`config.mk`:
```
export PLATFORM = sky130hd
export DESIGN_NAME = crp_dly
export DESIGN_NICKNAME = d
export VERILOG_FILES = /design/src/rtl/crp_dly.sv
export SDC_FILE = /design/constraint.sdc
export NUM_CORES = 1
export LEC_CHECK = 0
export BUFFER_PORTS_ARGS = -buffer_cell sky130_fd_sc_hd__buf_2
export CAP_MARGIN = 20
export CELL_PAD_IN_SITES_DETAIL_PLACEMENT = 1
export CELL_PAD_IN_SITES_GLOBAL_PLACEMENT = 1
export CORE_AREA = 5 5 57 59
export CTS_CLUSTER_SIZE = 10
export DETAILED_ROUTE_END_ITERATION = 10
export DIE_AREA = 0 0 62 64
export HOLD_SLACK_MARGIN = 0.06
export PLACE_DENSITY = 0.89
export SYNTH_ARGS = -nofsm -noshare
export SYNTH_HDL_FRONTEND = slang
export SYNTH_SLANG_ARGS = --single-unit
```
`constraint.sdc`:
```
create_clock -name i_clk -period 3 [get_ports i_clk]
set_input_delay 0.3 -clock i_clk [delete_from_list [all_inputs] [get_ports i_clk]]
set_output_delay 0.3 -clock i_clk [all_outputs]
set_load 0.005 [all_outputs]
```
`src/rtl/crp_dly.sv`:
```
// ----------------------------------------------------------------------------
// crp_dly
// Enabled delay line that keeps side data aligned with the arithmetic units.
// ----------------------------------------------------------------------------
module crp_dly #(
    parameter int W     = 8,
    parameter int DEPTH = 4
) (
    input  logic         i_clk,
    input  logic         i_rst_n,
    input  logic         i_en,
    input  logic [W-1:0] i_d,
    output logic [W-1:0] o_q
);

    logic [W-1:0] r_line [0:DEPTH-1];

    // shift one tap per advance
    always_ff @(posedge i_clk) begin
        if (!i_rst_n) begin
            for (int s = 0; s < DEPTH; s++) begin
                r_line[s] <= '0;
            end
        end else if (i_en) begin
            r_line[0] <= i_d;
            for (int s = 1; s < DEPTH; s++) begin
                r_line[s] <= r_line[s-1];
            end
        end
    end

    assign o_q = r_line[DEPTH-1];

endmodule

```
## Word-level counts from Yosys, hierarchy flattened

Memory sizes are Yosys's and may differ from the RTL's.
Cells that the tools add are included.

- Bits in registers: 0
- RAM bits: 32
- Bits of input ports: 11
- Logic and storage cells: 13
- Memories: 1

Memory list:

| name | words | width | read ports | clocked after Yosys merged registers in | write ports | RTL line | text |
|---|---|---|---|---|---|---|---|
| r_line | 4 | 8 | 4 | 0 | 4 | 16 | `logic [W-1:0] r_line [0:DEPTH-1];` |

- Mux-type cells: 8
- Bitwise logic cells: 4

Operator list:

| cell | number |
|---|---|
| 8-bit two-way mux | 4 |
| 1-bit two-way mux | 4 |
| 1-bit OR | 4 |

## Depth between registers and ports, before layout

- Depth after elaboration: 4
- Depth in mapped cells: 2
- Mapped depth without buffers: 1

## Worst setup path after synthesis

OpenSTA, ideal clock, no wires.

- Path type: input to register
- Start point: in i_rst_n
- End point: mem r_line[0][0], enable pin
- Library setup time: 390 ps
- Arrival time: 1,085 ps
- Data required time: 2,610 ps
- Slack: 1,525 ps
- Stages on the path: 1
- Path buffers: 0
- Cell sequence: or2b_1

RTL lines:

| what | RTL line | text |
|---|---|---|
| from (decl) | 10 | `input logic i_rst_n,` |
| to (decl) | 16 |  |

==> impl_metrics.ini <==
[setup_path]
cp_cell_sequence = buf_2 -> or2b_1 -> buf_4
crit_start = i_en
worst_setup_path_end_kind = flop
arrival_ns = 1.63
cp.required_ns = 3.02
cp-start-kind = primary input
critPathTopFamily = buffers and inverters
crit_type = primary input to flop
crit_buf_inv = 2
worstPathMaxFanout = 33
slowest_stage = or2b_1
reg2reg_from = r_line[1][6]$_SDFFCE_PN0P_
ff2ff_setup_slack_ns = 2.15
slowest_delay_ns = 0.64

[place]
place_area_um2 = 1345
io_buffers = 18
gp_congestion = 0.7036
pre_cts_slack_ns = 1.039
dp_cells = 115

[global_routing]
grt_pass1_wl_um = 2911
grt_max_degree = 34
grtUsageTotal_pct = 10.70
grt_pass1_vias = 654
antenna_found_initial = 0
overflow = 0

[synth]
ys_ff_latch = 32
synth.avg_cell_area_um2 = 17.45
syn_area_um2 = 1239
synth.area.top_cells = edfxtp_1 78%, and3_2 19%, buf_2 1.2%
ys_seq_area_share_pct = 77.58
synth.distinct_cells = 5
syn_inst = 71
synthesis.nets = 82
synth_warnings = 0
yosys.area.top_type = edfxtp_1
synth.top_cell.area_share_pct = 77.58

[layout]
nNetsFinal = 102
final_area_um2 = 1391
regMostFlops = r_line
drive_gt1_share_pct = 62.64
largest_reg_flops = 32
fin_cells = 122
antenna_cells = 0
largestRegisters = r_line x32
area_growth_pct = 12.32
post-route-util_pct = 52.26

[route]
avgViaCountPerCell = 5.262
first_pass_iters = 3
finalWirelength_um = 1856
vias = 642
wl_per_cell_um = 15.21
drc_errors = 0
drt_iter0_drc = 5
postRouteAntennaNets = 0

[min_path]
hp-start = i_d[1]
holdCritPathClass = primary input to flop

[timing]
setup_slack_ns = 1.388
setup_viol = 0
rsz0062_at_grt = false
finClkSkew_ns = 0.007483
relSlewSlack_pct = 51.87
clock.fmax_ghz = 0.6202
max_slew.worst_pin.slew_ns = 0.7220
hold_violations = 0
final.min_clock_period_ns = 1.612
fin_tns_setup_ns = 0
slew_violations = 0
hold_slack_ns = 0.3047
post-route-period-util_pct = 53.74

[power]
power_density_nw_per_um2 = 569.0
power_mw = 0.7917
irDropWorstVdd_v = 0.0002950
p_leak_nw = 0.6360

[clocking]
path_clk_slew_ns = 0.09
postCtsSetupBuffers = 0
cts.sinks = 32
cts_hold_buf = 0
clk_latency_ns = 0.32
cts_buffers = 5
cts_buffer_depth = 2
cts_tree = yes
cts.repair.resized = 0
cts_max_level = 2
cts-root-buf = clkbuf_4

[floorplan]
die_area_um2 = 3968
die_h_um = 64
io_pins = 19
initial_core_util_pct = 46.52
fp-row-count = 19
die_x_um = 62
core_area_um2 = 2663

[run_status]
status = completed

[flow_run]
max_cap_violations = 0
-- layout by cell type, fill, tap and decap left out, drive strengths merged --
master | synthesis | routed
clkbuf | 3 | 6
buf | 3 | 19
or2b | 1 | 1
and3 | 32 | 32
edfxtp | 32 | 32
clkinv | 0 | 1
-- per-layer routing --
metal  global-route usage (%)  share of wire, %  vias to the layer above
met5                        0                 0                        -
met2                    17.49                49                       23
met1                    10.12                37                      304
met3                    6.439                11                        6
li1                         -                 -                      309
met4                    5.570               2.5                        0
-- cells by family after synthesis --
group / synth area share, %
buffers and inverters: 2.424
AND/OR/NAND/NOR: 20.00
flip-flops: 77.58
-- final cells by class --
class / count / area [um^2]
clock inverter: 1 / 5.005
sequential: 32 / 960.9
clock buffer: 6 / 41.29
tap: 31 / 38.79
multi-input combinational: 33 / 247.7
fill: 261 / 1271
timing repair buffer: 19 / 97.59
-- final timing paths --
path	endpoint	cells past startpoint
worst max-delay path	r_line[0][2]$_SDFFCE_PN0P_	3
worst min-delay path	r_line[0][1]$_SDFFCE_PN0P_	2
worst max register to register	r_line[2][6]$_SDFFCE_PN0P_	1
worst min register to register	r_line[1][7]$_SDFFCE_PN0P_	1
-- synth_stat cells, drive strengths merged --
library cell,number
and3,32
edfxtp,32
buf,3
clkbuf,3
or2b,1
-- report_power, final --
part           switching (mW)  leakage [nW]  internal, mW
Combinational          0.0248         0.256        0.0200
Sequential            0.00650         0.352         0.523
Clock                   0.131        0.0281        0.0861
Total                   0.162         0.636         0.629
(Power assumes the default switching activity.)
