===== src/rtl/crp_div.sv =====
// ----------------------------------------------------------------------------
// crp_div
// Pipelined restoring divider, one quotient bit per stage. The caller
// guarantees that the quotient fits in QUO_W bits.
// ----------------------------------------------------------------------------
module crp_div #(
    parameter int NUM_W = 29,
    parameter int DEN_W = 12,
    parameter int QUO_W = 17
) (
    input  logic             i_clk,
    input  logic             i_en,
    input  logic [NUM_W-1:0] i_num,
    input  logic [DEN_W-1:0] i_den,
    output logic [QUO_W-1:0] o_quo
);

    logic [DEN_W-1:0] r_rem [0:QUO_W-1];
    logic [QUO_W-1:0] r_low [0:QUO_W-1];
    logic [DEN_W-1:0] r_den [0:QUO_W-1];
    logic [QUO_W-1:0] r_q   [0:QUO_W-1];

    for (genvar s = 0; s < QUO_W; s++) begin : g_stage
        logic [DEN_W-1:0] rem_in;
        logic [QUO_W-1:0] low_in;
        logic [DEN_W-1:0] den_in;
        logic [QUO_W-1:0] q_in;
        logic [DEN_W:0]   trial;
        logic [DEN_W:0]   diff;
        logic             take;
        logic [DEN_W-1:0] n_rem;

        if (s == 0) begin : g_first
            // upper numerator bits seed the remainder
            assign rem_in = DEN_W'(i_num >> QUO_W);
            assign low_in = i_num[QUO_W-1:0];
            assign den_in = i_den;
            assign q_in   = '0;
        end else begin : g_next
            assign rem_in = r_rem[s-1];
            assign low_in = r_low[s-1];
            assign den_in = r_den[s-1];
            assign q_in   = r_q[s-1];
        end

        // trial subtract of the shifted remainder
        assign trial = {rem_in, low_in[QUO_W-1]};
        assign diff  = trial - {1'b0, den_in};
        assign take  = (trial >= {1'b0, den_in});
        assign n_rem = take ? diff[DEN_W-1:0] : trial[DEN_W-1:0];

        always_ff @(posedge i_clk) begin
            if (i_en) begin
                r_rem[s] <= n_rem;
                r_low[s] <= low_in << 1;
                r_den[s] <= den_in;
                r_q[s]   <= {q_in[QUO_W-2:0], take};
            end
        end
    end

    assign o_quo = r_q[QUO_W-1];

endmodule


===== config.mk =====
export PLATFORM = sky130hd
export DESIGN_NAME = crp_div
export DESIGN_NICKNAME = d
export VERILOG_FILES = /design/src/rtl/crp_div.sv
export SDC_FILE = /design/constraint.sdc
export NUM_CORES = 1
export LEC_CHECK = 0
export BUFFER_PORTS_ARGS = -buffer_cell sky130_fd_sc_hd__buf_4
export CAP_MARGIN = 40
export CELL_PAD_IN_SITES_DETAIL_PLACEMENT = 0
export CELL_PAD_IN_SITES_GLOBAL_PLACEMENT = 1
export CORE_ASPECT_RATIO = 0.9
export CORE_MARGIN = 1.5
export CORE_UTILIZATION = 53
export CTS_CLUSTER_SIZE = 40
export DETAILED_ROUTE_END_ITERATION = 10
export PLACE_DENSITY_LB_ADDON = 0.15
export SLEW_MARGIN = 40
export SYNTH_ARGS = -nofsm -noshare
export SYNTH_HDL_FRONTEND = slang
export SYNTH_SLANG_ARGS = --single-unit

===== constraint.sdc =====
create_clock -name i_clk -period 3.34 [get_ports i_clk]
set_input_delay 0.167 -clock i_clk [delete_from_list [all_inputs] [get_ports i_clk]]
set_output_delay 0.167 -clock i_clk [all_outputs]
set_load 0.01 [all_outputs]

### Word-level counts from Yosys, hierarchy flattened

Memories as Yosys holds them, arrays and structs flattened.
Index checks and enable logic that the tools add are counted.

| storage, ports and cells | value |
|---|---|
| logic and storage cells | 57 |
| output and inout port bits | 17 |
| memories kept | 4 |
| input bits | 43 |
| flip-flop bits (word level) | 0 |
| RAM bits | 969 |

| cells by class | value |
|---|---|
| add/sub/neg operators | 17 |
| multiplexer cells | 19 |
| $lt $le $gt $ge | 17 |

Memory list:

| memory | depth | bits a word | rd ports | clocked after memory_dff | write ports | line | RTL |
|---|---|---|---|---|---|---|---|
| r_q | 17 | 17 | 17 | 0 | 17 | 21 | `logic [QUO_W-1:0] r_q [0:QUO_W-1];` |
| r_low | 17 | 16 | 16 | 0 | 17 | 19 | `logic [QUO_W-1:0] r_low [0:QUO_W-1];` |
| r_den | 17 | 12 | 16 | 0 | 17 | 20 | `logic [DEN_W-1:0] r_den [0:QUO_W-1];` |
| r_rem | 17 | 12 | 16 | 0 | 17 | 18 | `logic [DEN_W-1:0] r_rem [0:QUO_W-1];` |

Operators with widths:

| kind | count |
|---|---|
| $ge A13 B12 Y1 | 17 |
| $mux W12 | 17 |
| $sub A12 B12 Y12 | 17 |
| $mux W1 | 2 |

### Longest topological paths before layout

An unclocked memory read counts as a cell.

| depth | value |
|---|---|
| word-level depth | 3 |
| gate-level depth with buffers | 10 |
| mapped depth without buffers | 10 |

### Worst setup path before layout

OpenSTA, ideal clock, no wires.

| timing path | value |
|---|---|
| path type | register to register |
| from | memory r_den[4][1], in the netlist r_den[0][49] |
| to | memory r_rem[5][4], in the netlist r_rem[0][64] (data pin) |
| path buffers | 1 |
| arrival time | 2.594 ns |
| library setup time | 0.260 ns |
| period minus slack after synthesis | 2.855 ns |
| required time | 3.080 ns |
| stages on the path, launching flop included | 11 |
| path slack | 0.485 ns |
| cell sequence | edfxtp_1 -> inv_1 -> ha_1 -> nor2b_4 -> o31a_1 -> or3_1 -> a21oi_2 -> a21oi_2 -> a2111oi_4 -> buf_6 -> mux2_4 |

RTL lines:

| what | line |
|---|---|
| start: declaration | 20 |
| end: declaration | 18 |

==> metrics <==
syn_nets between 2k and 3k; Yosys top cell by area edfxtp_1; launching point of the worst reg2reg path r_rem[0][113]; Root Buffer clkbuf_16; Antenna Cells 0; Post-synth EDFFs 673; Yosys Warn Count 0; Area Overhead vs Synth 13.88%; fin crit share ~96%; gr usage total a little under a fifth; Core ar. ~60,000 um^2; via count about 18k; worst-path maximum fanout 12; input/output buffers around 60; gpl congestion approximately 0.85; GR Util met3 3.607%; reg2reg path depth 8; grt ovf 0; clock-pin slew on the worst setup and hold paths about 60 ps; Mapped Area roughly 32,000 um^2; Hold Path Class in -> reg; die area approximately 62,000 um^2; FF-to-FF End r_rem[0][124]; M1 GR Usage 27.07%; GRT busiest layer met2; DRT iter0 DRCs approximately 1.3k; initial antenna violation count 0; CTS buffer count 71; Int Pwr between 20,000 and 25,000 uW; CP Capture Point r_rem[0][124]; # Max-Cap Violations 0; Die Wd 261.6 um; Post-DRT Antenna Nets 0; worst reg2reg setup slack about 150 ps; Die Y-Extent ~240 um; design area 36,330 um^2; Initial Utilization 53.47%; Yosys reg bits between 600 and 700; Setup crit start r_rem[0][113]; ys async rst share 0%; Comb power frac a little over a third; Avg WL per Cell approximately 17 um; placed cell count roughly 3.1k; dpl hpwl about 39,000 um; CP startpoint kind flop; Layout Cells excl Fill about 3.3k; hold_ws between 3 and 4 ps; final hold viol count 0; RSZ-0062 raised after global routing false; Yosys cell types 56; critical path capture point type flop; total clock sinks ~670; Sw Pwr ~9800 uW; count leader, synth edfxtp_1; worst clock skew ~20 ps; Arr. time, crit path between 3000 and 4000 ps; critical setup path kind reg -> reg; static leakage around 0.015 uW; largest net degree at the start of global routing between 90 and 100; post-CTS setup buffer count 0; H-tree levels 3; Power Density 860.6 nW/um^2; sequential share of the synthesized area 63.34%; clock share of power 23.6%; Area after DPL 33,770 um^2; syn avg cell area around 14 um^2; vias per cell ~5.4; share of layout cells above drive strength 1 around 15%; maximum vdd drop about 0.00045 V; Final min period between 3000 and 4000 ps; Syn Inst Count approximately 2.3k; Top FF cell, synth edfxtp_1; DR pass1 iterations 5; Slew Limit Fails 0; Yosys top cell area share 63.34%; CTS tree done; Core Rows 85; Clock Path Buffers 3; CP required about 3700 ps; met2 GRT Util between 20 and 30%; Flop pwr share about 40%; WL final approximately 56,000 um; Switching Share a little under a third; Worst Max-Slew Pin Slew about 790 ps; Resized cells post-CTS 0; relative slew slack 47.45%; synth cell count leaders 673 x edfxtp_1, 264 x inv_1, 204 x ha_1; Max Freq roughly 310 MHz; Final setup viols 0; Final nets around 2.7k; clock latency on the worst-skew pair between 600 and 700 ps; io pins 60; global-route wire length before repair roughly 90,000 um; DRC viols 0; vias in the first global route 18.08k; Area contributors post-synth edfxtp_1 63%, ha_1 8.0%, mux2_2 4.8%, inv_1 3.1%, a21oi_1 1.9%; status completed
[routing by layer]
layer	wire, um	vias to the layer above
li1	-	8852
met1	27040	8654
met2	25330	329
met3	2149	100
met4	1329	0
met5	0	-
[power by group through the flow]
stage	registers, uW	clock network [uW]	logic [uW]
6_report	12500	7390	11300
4_1_cts	12600	7640	11300
2_1_floorplan	12300	0	8690
3_3_place_gp	12700	0	10800
5_1_grt	12700	7960	12600
3_5_place_dp	12700	0	11200
[logic make-up (layout without fill, tap and decap cells)]
family | after synthesis | in the layout | share of synthesized area [%]
buffers and inverters | 286 | 533 | 3.506
AO/OA/AOI/OAI | 435 | 435 | 9.099
adder cells (fa/ha/maj) | 220 | 220 | 9.004
XOR/XNOR | 126 | 126 | 3.459
flip-flops | 673 | 673 | 63.34
multiplexers | 170 | 170 | 5.973
AND/OR/NAND/NOR | 355 | 355 | 5.616
[worst min-delay path by stage]
stage              start      endpoint  slack, ps  cells after the start
2_1_floorplan   i_den[0]   r_den[0][0]        270                      0
3_3_place_gp   i_num[10]  r_low[0][10]        350                      1
3_5_place_dp   i_num[14]  r_low[0][14]        350                      1
4_1_cts        i_num[17]   r_rem[0][1]          5                      3
5_1_grt             i_en   r_low[0][2]         20                      1
6_report            i_en   r_low[0][2]          3                      1
[state kept, by name, indices dropped and copies added (netlist names)]
name and flops:
r_den 192, r_rem 192, r_q 153, r_low 136
[worst max-delay path, cell delays in order, from the launching register on]
cell,delay [ps]
edfxtp_1,400
ha_1,360
a21o_1,200
a21o_1,190
a21oi_1,330
nor2_1,110
a2111oi_2,660
o31ai_4,330
mux2_2,360
[per-stage QoR]
stage | setup WS, ps | utilization, % | TNS, ps | total power (uW)
after floorplan | 485.2 | - | 0 | 21010
after global placement | -396.6 | 56.45 | -9124 | 23510
after detailed placement | 176.4 | 56.59 | 0 | 23900
after CTS | 164.3 | 60.89 | 0 | 31530
after global routing | 28.08 | 60.89 | 0 | 33270
final | 146.5 | 60.89 | 0 | 31270
[layout make-up]
type | count | area, um^2
Clock buffer | 84 | 1826
Tap cell | 783 | 979.7
Clock inverter | 41 | 349.1
Sequential cell | 673 | 20210
Inverter | 264 | 991.0
Timing Repair Buffer | 144 | 1249
Multi-Input combinational cell | 1306 | 10730
Fill cell | 4547 | 23330
[placed cells by master (no fill, tap or decap), drive strengths merged, types with 4 or more instances in the layout]
cell and count:
o311a 8, xnor2 67, a2111oi 16, and2 9, nand3 54, nand4 4, mux2i 28, xor2 59
inv 267, dlygate4sd3 39, nor2 88, o21a 30, a21o 76, a211oi 6, o41a 13, mux2 142
a31oi 15, a21oi 126, o311ai 13, edfxtp 673, o31a 19, nand2 55, nor2b 38, or2 11
ha 204, clkinv 32, o31ai 12, o21ai 84, clkbuf 84, nor4 11, or3 11, nor3 19
and3 21, fa 16, nand2b 28, buf 105
[what timing repair did]
action / CTS / global route
hold endpoints to repair: 39 / 0
hold buffers: 39 / 0
setup endpoints to repair: 0 / 0
Note: power is estimated with default switching activity, not from simulation.
